<file path="config.mk">
export PLATFORM = sky130hd
export DESIGN_NAME = dpf_ram
export DESIGN_NICKNAME = d
export VERILOG_FILES = /design/src/hdl/dpf_ram.sv
export SDC_FILE = /design/constraint.sdc
export NUM_CORES = 1
export LEC_CHECK = 0
export BUFFER_PORTS_ARGS = -buffer_cell sky130_fd_sc_hd__buf_2
export CAP_MARGIN = 10
export CORE_MARGIN = 2
export CORE_UTILIZATION = 35
export CTS_BUF_LIST = sky130_fd_sc_hd__clkbuf_4 sky130_fd_sc_hd__clkbuf_8
export DETAILED_ROUTE_END_ITERATION = 16
export GPL_ROUTABILITY_DRIVEN = 0
export SKIP_LAST_GASP = 1
export SLEW_MARGIN = 0
export SYNTH_ARGS = -nofsm -noshare
export SYNTH_HDL_FRONTEND = slang
export SYNTH_SLANG_ARGS = --single-unit
</file>
<file path="constraint.sdc">
create_clock -name clk -period 2 [get_ports clk]
set_input_delay 0 -clock clk [delete_from_list [all_inputs] [get_ports clk]]
set_output_delay 0 -clock clk [all_outputs]
set_load 0.05 [all_outputs]
</file>
<file path="src/hdl/dpf_ram.sv">
// ----------------------------------------------------------------------------
// Generic RAM
// One write port and one read port with registered read data.
// ----------------------------------------------------------------------------
module dpf_ram #(
	parameter int WIDTH = 8,
	parameter int DEPTH = 16
) (
	input  logic                     clk,
	input  logic                     we,
	input  logic [$clog2(DEPTH)-1:0] waddr,
	input  logic [WIDTH-1:0]         wdata,
	input  logic [$clog2(DEPTH)-1:0] raddr,
	output logic [WIDTH-1:0]         rdata
);

	logic [WIDTH-1:0] mem_q [DEPTH];

	always_ff @(posedge clk) begin
		if (we) begin
			mem_q[waddr] <= wdata;
		end
		rdata <= mem_q[raddr];
	end

endmodule

</file>
# Word level (Yosys, flattened, before mapping)
# Memory sizes are Yosys's and may differ from the RTL's. A register that Yosys moved wholly into a read port is not among the register bits.
# Index checks and enable logic that the tools add are counted.
# word_totals
mem_count,1
mem_bits_rw,128
inputBits,18
ff_bits,0
out_inout_bits,8
# mem_list
memory,words,word_bits,rd,rd_clocked_by_memory_dff,wr,line_no,text
mem_q,16,8,1,1,1,17,logic [WIDTH-1:0] mem_q [DEPTH];
# classes
mux,2
# ops
op,count
1-bit two-way mux,2

# Logic depth before layout (Yosys ltp)
# Gate-level depths: netlist of run 1.
# depth
ltp_word,2
mapped_depth,5
ltp_nobuf,3

# Worst setup path before layout of run 1
# Ideal clock, no wire load.
# synth_path
path_type,input-to-reg
from,in waddr[2]
to,mem mem_q[0][0] (enable)
path_stages,2
path_slack_ns,0.507
setup_time_ns,0.383
n_path_buf,0
arrival_time_ns,1.110
t_required_ns,1.617
path_cell_list,or3b_2 -> nor3_1
# synth_lines
element,line_no,text
start: declaration,11,"input logic [$clog2(DEPTH)-1:0] waddr,"
end: declaration,17,
# Straight into the memory's write port.

==> metrics.txt, run 1 <==
Comb power frac=6.6%; CP arrival=1.65 ns; Critical Path Start Type=flop; post-synthesis average cell area=22.48 sq um; Setup WS post-layout=0.6729 ns; synth top area cells=edfxtp_1 75%, mux4_2 7.9%, mux4_1 7.1%, dfxtp_1 3.1%, a22oi_1 2.3%; initial antenna violation count=0; Fmax=753.5 MHz; Top Ports=26; Critical path origin=mem_q[9][4]; WS Path Type=reg2reg; Rows=44; switching power=1.304 mW; min cycle time layout=1.327 ns; Chip Width=125.3 microns; Final Cycle Share=66.36%; worst path buffer plus inverter count=0; post-synthesis register bit count=136; Top FF cell, synth=edfxtp_1; drt pass-1 iters=5; required time of the critical path=2.33 ns; power density cells=932.5 nW/um^2; clock sinks=136; Sw Ratio=23.21%; status=completed; critical path, cell by cell=mux4_1 > a22oi_1 > nand2_1; number of nets with antenna violations after routing=0; crit path max fanout=1; Post-synth EDFFs=128; unrepaired setup endpoints after global routing=false; global-route wire length before repair=15.63 mm; Design Area, Final=6026 sq um; core area=14420 sq um; cell-internal power=4.315 mW; chip height=125.3 microns; Initial Utilization=35.69%; Syn Nets=247; Slew Limit Headroom=47.40%; final setup fails=0; H-tree depth=4; layout cells sized above 1=31.58%; Syn. warnings=0; diode count=0; ys async rst share=0%; register share of total power=57.0%; Clock Latency Late Sink=0.44 ns; crit end category=flop; sequential share of the synthesized area=77.78%; Post-DP Area=5579 sq um; vias in the first global route=2554; Via Count=2437; Die Area=15690 sq um; largest stage delay on the critical path=0.52 ns; clock skew=0.01535 ns; largest net degree at the start of global routing=23; number of hold violations in the final report=0; Max Buffers Root-to-Sink=2; synthesized cell area=5147 sq um; worst slack, placed=0.4271 ns; setup bufs post-CTS=0; VDD IR max=0.0005516 V; slowest CP cell=mux4_1; Final #Nets=309; area fraction of the dominant cell type after synthesis=74.67%; setup TNS=0 ns; gr ovfl total=0; number of distinct library cells after synthesis=19; cts-stage hold buffer count=8; gr usage total=13.85%; DRT iter0 DRCs=248; clock root cell=clkbuf_8; Worst Tran Pin Value=0.7861 ns; WL final=10.03 mm; Hold Crit Class=in2reg; count leader, synth=edfxtp_1; cell taking the most area after synthesis=edfxtp_1; CTS buffer count=17; Syn Inst Count=229; drt wl/cell=20.55 microns; DR vias/cell=4.994; area grow syn2layout=17.06%; kind of cell adding the most delay to the critical path=multiplexers; post-detail-place hpwl=6.559 mm; top cells by count, synth=128 x edfxtp_1, 18 x mux4_2, 16 x a22oi_1, 14 x mux4_1, 13 x nor2_1; clock share of power=36.5%; Reg clk slew, reported paths=0.08 ns; Max Slew Vio Count=0; Min-Delay Startpoint=we; Max Cap Viol=0; post-CTS sizing=0; Post-route DRC=0; reg2reg start=mem_q[9][4]; TritonCTS clock tree=built; Port Buffers=25; leakage=2.008 nW
[layer usage]
metal / GRT usage (%) / share of wire [%] / vias up
met3: 4.621 / 6.5 / 13
met2: 20.40 / 46 / 81
met5: 0 / 0 / -
met1: 19.29 / 46 / 1247
li1: - / - / 1096
met4: 5.163 / 1.4 / 0
[through the flow]
stage | hold WS (ns) | cells | utilization [%] | total power [mW]
5_1_grt | 0.08655 | 488 | 41.78 | 5.837
3_3_place_gp | 0.3922 | 448 | 38.68 | 3.622
6_report | 0.09052 | 488 | 41.78 | 5.619
4_1_cts | 0.06092 | 488 | 41.78 | 5.680
2_1_floorplan | 0.09887 | 229 | - | 3.488
3_5_place_dp | 0.4012 | 448 | 38.68 | 3.629
[tightest hold or removal path: cells and delay by family]
kind	cells	cell delay, ns
buffers and inverters	1	0.12
AND/OR/NAND/NOR	2	0.23
[registers in the layout (all words and copies together), names as in the netlist]
signal,flops
mem_q,128
rdata,8
[power groups by stage]
stage	Sequential [mW]	Combinational (mW)	Clock, mW
2_1_floorplan	3.33	0.162	0
3_3_place_gp	3.26	0.360	0
3_5_place_dp	3.27	0.363	0
4_1_cts	3.20	0.376	2.10
5_1_grt	3.21	0.400	2.23
6_report	3.20	0.370	2.05
[cell usage in the layout (no fill, tap or decap)]
| cell | Yosys | final |
|---|---|---|
| nand3b_1 | 2 | 2 |
| mux4_1 | 14 | 14 |
| clkinvlp_4 | 0 | 6 |
| clkinv_2 | 0 | 3 |
| buf_4 | 1 | 19 |
| inv_6 | 0 | 2 |
| bufinv_16 | 0 | 1 |
| buf_2 | 3 | 25 |
| nor2b_1 | 1 | 1 |
| nand3_1 | 1 | 1 |
| or3b_2 | 1 | 1 |
| a22oi_1 | 16 | 16 |
| and2b_1 | 1 | 1 |
| and2_1 | 1 | 1 |
| nor2_1 | 13 | 13 |
| dlygate4sd3_1 | 0 | 8 |
| clkbuf_4 | 0 | 1 |
| nor3_1 | 4 | 4 |
| edfxtp_1 | 128 | 128 |
| nand2_1 | 9 | 9 |
| dfxtp_1 | 8 | 8 |
| nand2b_1 | 2 | 2 |
| mux4_2 | 18 | 18 |
| clkinv_4 | 0 | 2 |
| clkbuf_8 | 0 | 17 |
| buf_12 | 0 | 1 |
[cell type report]
type | instances | area [sq um]
timing repair buffer | 53 | 367.9
multi-input combinational | 83 | 1057
sequential | 136 | 4004
clock buffer | 18 | 241.5
tap | 184 | 230.2
fill | 1278 | 8398
clock inverter | 14 | 125.1
[kinds of logic after synthesis]
| kind of cell | after synthesis | share of synthesized area (%) |
|---|---|---|
| and+or+nand+nor | 35 | 3.184 |
| buffers and inverters | 10 | 1.677 |
| DFF | 136 | 77.78 |
| muxes | 32 | 15.02 |
| AOI/OAI and AO/OA | 16 | 2.334 |
[path summary, 6_finish.rpt]
path,end,slack (ns),depth (start not counted)
worst min-delay path,mem_q[11][6],0.09,3
worst max-delay path,rdata[4],0.67,3
worst min register to register,rdata[4],0.67,3
worst max register to register,rdata[4],0.67,3
(Power assumes the default switching activity.)
==> run 2: changes to the inputs <==
Clock period 2 ns to 1.3 ns, I/O delays scaled along.
==> run 2 against run 1 <==
Compared with the run above: the run now ends with setup timing left; worst setup slack lost 0.68 ns; largest power group unchanged; largest cell class unchanged; sequential power grew 54%; routed wire length shrank 1.6%; power grew 61%; cell area grew 2.1%.
==> metrics.txt, run 2 (synthesis gave the netlist of run 1 again) <==
Post-Layout Cell Count=492 (+0.82%); Initial Utilization=35.69% (unchanged); Via Count=2449 (+0.49%); Critical Path Start Type=flop; Reg clk slew, reported paths=0.08 ns (about the same); Top Ports=26 (unchanged); layout cells sized above 1=36.04% (+4.5 points); min cycle time layout=1.312 ns (-0.01557 ns); gr ovfl total=0 (unchanged); top flop regs=mem_q: 128 flops, rdata: 8 flops; largest net degree at the start of global routing=33 (+43%); Final Cycle Share=100.9% (+35 points); leakage=2.061 nW (+2.6%); gr usage total=13.71% (-0.14 points); Clock Latency Late Sink=0.43 ns (about the same); number of nets with antenna violations after routing=0 (unchanged); crit path max fanout=1 (unchanged); diode count=0 (unchanged); number of hold violations in the final report=0 (unchanged); initial antenna violation count=0 (unchanged); Max Slew Vio Count=0 (unchanged); vias in the first global route=2716 (+6.3%); Worst Tran Pin Value=0.8749 ns (+0.08885 ns); chip height=125.3 microns (unchanged); crit end category=flop; VDD IR max=0.001189 V (+120%); clock root cell=clkbuf_8; Chip Width=125.3 microns (unchanged); Port Buffers=25 (unchanged); clock skew=0.008028 ns (-0.007322 ns); Max Cap Viol=0 (unchanged); power density cells=1469 nW/um^2 (+58%); largest stage delay on the critical path=0.49 ns (-0.03 ns); Post-route DRC=0 (unchanged); Slew Limit Headroom=41.55% (-5.8 points); drt wl/cell=20.05 microns (-2.4%); worst slack, placed=-0.1247 ns (-0.5518 ns); failing checks=setup timing; area grow syn2layout=19.47%; post-detail-place hpwl=6.386 mm (-2.6%); unrepaired setup endpoints after global routing=true; Fmax=762.5 MHz (+1.2%); WS Path Type=reg2reg; status=finished with violations; Rows=44 (unchanged); most frequent cells in the layout=128 x edfxtp_1, 25 x buf_2, 21 x mux4_2, 21 x buf_4, 17 x clkbuf_8; final setup fails=1 (+1); Biggest register=mem_q; placed cells=452 (+0.89%); CP arrival=1.62 ns (-0.03 ns); most common cell after layout, fill and taps aside=edfxtp_1; slowest CP cell=mux4_2; Max Buffers Root-to-Sink=2 (unchanged); r2r setup slk=-0.01 ns (-0.68 ns); core area=14420 sq um (unchanged); CTS buffer count=17 (unchanged); DRT iter0 DRCs=187 (-25%); WL final=9.867 mm (-1.6%); Die Area=15690 sq um (unchanged); Util after Layout=42.64% (+0.86 points); TritonCTS clock tree=built; number of flip-flops in the largest register=128 (unchanged); Hold Crit Class=in2reg; DR vias/cell=4.978 (-0.32%); critical path, cell by cell=mux4_2 > a22oi_2 > nand2_1; clock sinks=136 (unchanged); drt pass-1 iters=4 (-1); global-route wire length before repair=15.53 mm (-0.66%); Final #Nets=313 (+1.3%); H-tree depth=4 (unchanged); Setup WS post-layout=-0.01153 ns (-0.6844 ns); required time of the critical path=1.61 ns (-0.72 ns)
## run 2: what timing repair did
item	CTS	global route
endpoints found under the setup margin	6	8
endpoints found under the hold margin	128	0
setup buffers	0	0
gates resized for setup	6	4
hold buffers	8	0
pin swaps	2	2
## run 2: layout make-up
cell class | instances | area, sq um
fill | 1271 | 8274
timing repair buffer | 57 | 422.9
clock inverter | 12 | 150.1
tap | 184 | 230.2
multi-input combinational | 83 | 1086
clock buffer | 20 | 256.5
sequential | 136 | 4004
## run 2: power by group
group          internal [mW]  total (mW)  switching (mW)
logic                  0.234       0.599           0.366
registers               4.90        4.92          0.0278
clock network           1.96        3.51            1.56
## run 2: path summary, 6_finish.rpt
path           startpoint          end  cells after the start
max          mem_q[11][6]     rdata[6]                      3
min              waddr[0]  mem_q[0][0]                      3
max reg2reg  mem_q[11][6]     rdata[6]                      3
min reg2reg  mem_q[12][4]     rdata[4]                      3
## run 2: worst max-delay path, delay by kind of cell (launching register included)
kind | cells | cell delay [ns]
AND/OR/NAND/NOR | 1 | 0.12
flip-flops | 1 | 0.37
multiplexers | 1 | 0.49
AO/OA/AOI/OAI | 1 | 0.21
## run 2: per-stage QoR
stage	power (mW)	hold WS [ns]	instance area, sq um	TNS, ns
2_1_floorplan	5.366	0.09887	5152	0
3_3_place_gp	5.583	0.3927	5639	-0.3949
3_5_place_dp	5.595	0.4003	5639	-0.7595
4_1_cts	9.130	0.09918	6147	-0.02158
5_1_grt	9.368	0.1119	6150	-0.2239
6_report	9.037	0.1328	6150	-0.01153
## run 2: per-layer routing
metal | global-route usage (%) | vias up | part of all wire (%)
li1 | - | 1103 | -
met1 | 17.88 | 1292 | 45
met2 | 21.23 | 46 | 49
met3 | 5.434 | 8 | 4.5
met4 | 4.379 | 0 | 1.1
met5 | 0 | - | 0
==> run 3: changes to the inputs <==
Settings changed: MAX_ROUTING_LAYER set to met4, PLACE_DENSITY set to 0.48.
==> run 3 against run 2 <==
Compared with the run above: the run now ends clean; clock-buffer cell count up 5; utilization is 0.30 points higher; combinational power rose by 6.0%; critical path depth did not move; clock skew barely moved; clock power fell by 3%.
==> metrics.txt, run 3 (synthesis gave the netlist of run 1 again) <==
DR vias/cell=4.905 (-1.5%); unrepaired setup endpoints after global routing=true; WHS Endpoint=mem_q[0][6]; # fillers=1286 (+1.2%); FF-to-FF End=rdata[1]; number of flip-flops in the largest register=128 (unchanged); Chip Width=125.3 microns (unchanged); clock sinks=136 (unchanged); largest stage delay on the critical path=0.47 ns (-0.02 ns); crit end category=flop; Max Cap Viol=0 (unchanged); drt pass-1 iters=4 (unchanged); core area=14420 sq um (unchanged); Slew Limit Headroom=33.25% (-8.3 points); Initial Utilization=35.69% (unchanged); crit path max fanout=1 (unchanged); final setup fails=0 (-1); Top Ports=26 (unchanged); critical path, cell by cell=mux4_2 > a22oi_2 > nand2_1; Worst Reg-to-Reg Cells=3 (unchanged); Reg clk slew, reported paths=0.07 ns (about the same); most frequent cells in the layout=128 x edfxtp_1, 26 x mux4_2, 25 x buf_2, 25 x buf_4, 24 x clkbuf_8; Min-Delay Startpoint=waddr[0]; WL final=10.75 mm (+8.9%); post-detail-place hpwl=6.798 mm (+6.4%); Port Buffers=25 (unchanged); initial antenna violation count=0 (unchanged); min cycle time layout=1.291 ns (-0.02094 ns); chip height=125.3 microns (unchanged); Max Buffers Root-to-Sink=2 (unchanged); VDD IR max=0.0006691 V (-44%); Clock Latency Late Sink=0.43 ns (about the same); diode count=0 (unchanged); layout cells sized above 1=39.62% (+3.6 points); Design Area, Final=6192 sq um (+0.69%); Post-route DRC=0 (unchanged); CP arrival=1.59 ns (-0.03 ns); Critical Path Start Type=flop; WS Path Type=reg2reg; Die Area=15690 sq um (unchanged); status=completed; number of nets with antenna violations after routing=0 (unchanged); DRT iter0 DRCs=164 (-12%); GR peak layer=met1; Max Slew Vio Count=0 (unchanged); Rows=44 (unchanged); Biggest register=mem_q; Util after Layout=42.93% (+0.30 points); global-route wire length before repair=16.23 mm (+4.5%); r2r setup slk=0.009 ns (+0.02 ns); Fin Hold WS=0.1158 ns (-0.01693 ns); leakage=2.075 nW (+0.65%); vias in the first global route=2515 (-7.4%); TritonCTS clock tree=built; Post-DP Area=5689 sq um (+0.89%); Via Count=2438 (-0.45%); Final #Nets=318 (+1.6%); slowest CP cell=mux4_2; power density cells=1448 nW/um^2 (-1.4%); gr usage total=15.08% (+1.4 points); Fmax=774.8 MHz (+1.6%); clock skew=0.007950 ns (-0.00007835 ns); met2 usage=20.94% (-0.29 points); drt wl/cell=21.63 microns (+7.8%); Final Cycle Share=99.28% (-1.6 points); H-tree depth=4 (unchanged); reg2reg start=mem_q[0][1]; clock root cell=clkbuf_8; most common cell after layout, fill and taps aside=edfxtp_1; Hold Path Cell Cnt=3 (unchanged); Hold Crit Class=in2reg; number of hold violations in the final report=0 (unchanged); top flop regs=mem_q: 128 flops, rdata: 8 flops; area grow syn2layout=20.30%; GRT met1 Usage=21.76% (+3.9 points); CTS buffer count=17 (unchanged); GR Layer Usage met3=4.236% (-1.2 points); Worst Tran Pin Value=0.9992 ns (+0.1242 ns); setup bufs post-CTS=0 (unchanged); required time of the critical path=1.60 ns (about the same); gr ovfl total=0 (unchanged); largest net degree at the start of global routing=20 (-39%)
-- run 3: cell count changes in the layout (fill, tap and decap cells not counted) --
cell	before	now
buf_12	3	4
clkinvlp_4	3	2
a22oi_2	7	10
mux4_2	21	26
clkbuf_4	3	1
buf_4	21	25
clkbuf_8	17	24
mux4_1	11	6
a22oi_1	9	6
bufinv_16	3	1
inv_6	2	0
-- run 3: power by group --
group	internal [mW]	total, mW	switching (mW)
Sequential	4.90	4.93	0.0301
Clock	1.88	3.41	1.53
Combinational	0.250	0.635	0.384
-- run 3: timing repair --
| action | in CTS | in global routing |
|---|---|---|
| resized for setup | 10 | 8 |
| pin swaps | 6 | 3 |
| hold endpoints to repair | 128 | 0 |
| hold buffers | 8 | 0 |
| setup endpoints to repair | 7 | 8 |
-- run 3: worst max-delay path, delay by kind of cell, from the launching register on --
| kind | cells | cell delay (ns) |
|---|---|---|
| muxes | 1 | 0.47 |
| and+or+nand+nor | 1 | 0.11 |
| DFF | 1 | 0.37 |
| AOI/OAI and AO/OA | 1 | 0.22 |
-- run 3: through the flow --
| step | worst slack, ns | cells | setup TNS [ns] | power [mW] |
|---|---|---|---|---|
| floorplan | 0.03385 | 229 | 0 | 5.366 |
| global placement | -0.2244 | 457 | -1.080 | 5.619 |
| detailed placement | -0.1956 | 457 | -1.177 | 5.627 |
| CTS | -0.02410 | 497 | -0.02410 | 9.062 |
| global route | -0.04515 | 497 | -0.1291 | 9.312 |
| finish | 0.009403 | 497 | 0 | 8.968 |
-- run 3: cell type report --
cell class | count | area [sq um] | area share [%]
flip-flops and latches | 136 | 4004 | 64.66
multi-input cells | 83 | 1082 | 17.48
repair buffers | 62 | 473.0 | 7.638
well taps | 184 | 230.2 | 3.718
clock buffers | 25 | 337.8 | 5.456
clock inverters | 7 | 65.06 | 1.051
-- run 3: per-layer routing --
layer | vias to the layer above | share of wire, %
li1 | 1102 | -
met1 | 1277 | 51
met2 | 48 | 45
met3 | 11 | 3.4
met4 | 0 | 0.97
met5 | - | 0
-- run 3: how the worst max path moves through the flow --
stage                   to         from  slack, ns  cells past startpoint
5_1_grt           rdata[1]  mem_q[3][1]      -0.05                      3
4_1_cts           rdata[1]  mem_q[6][1]      -0.02                      3
3_3_place_gp      rdata[1]     raddr[0]      -0.22                      5
2_1_floorplan  mem_q[3][0]     waddr[2]       0.03                      2
3_5_place_dp      rdata[1]     raddr[0]      -0.20                      5
6_report          rdata[1]  mem_q[0][1]      0.009                      3
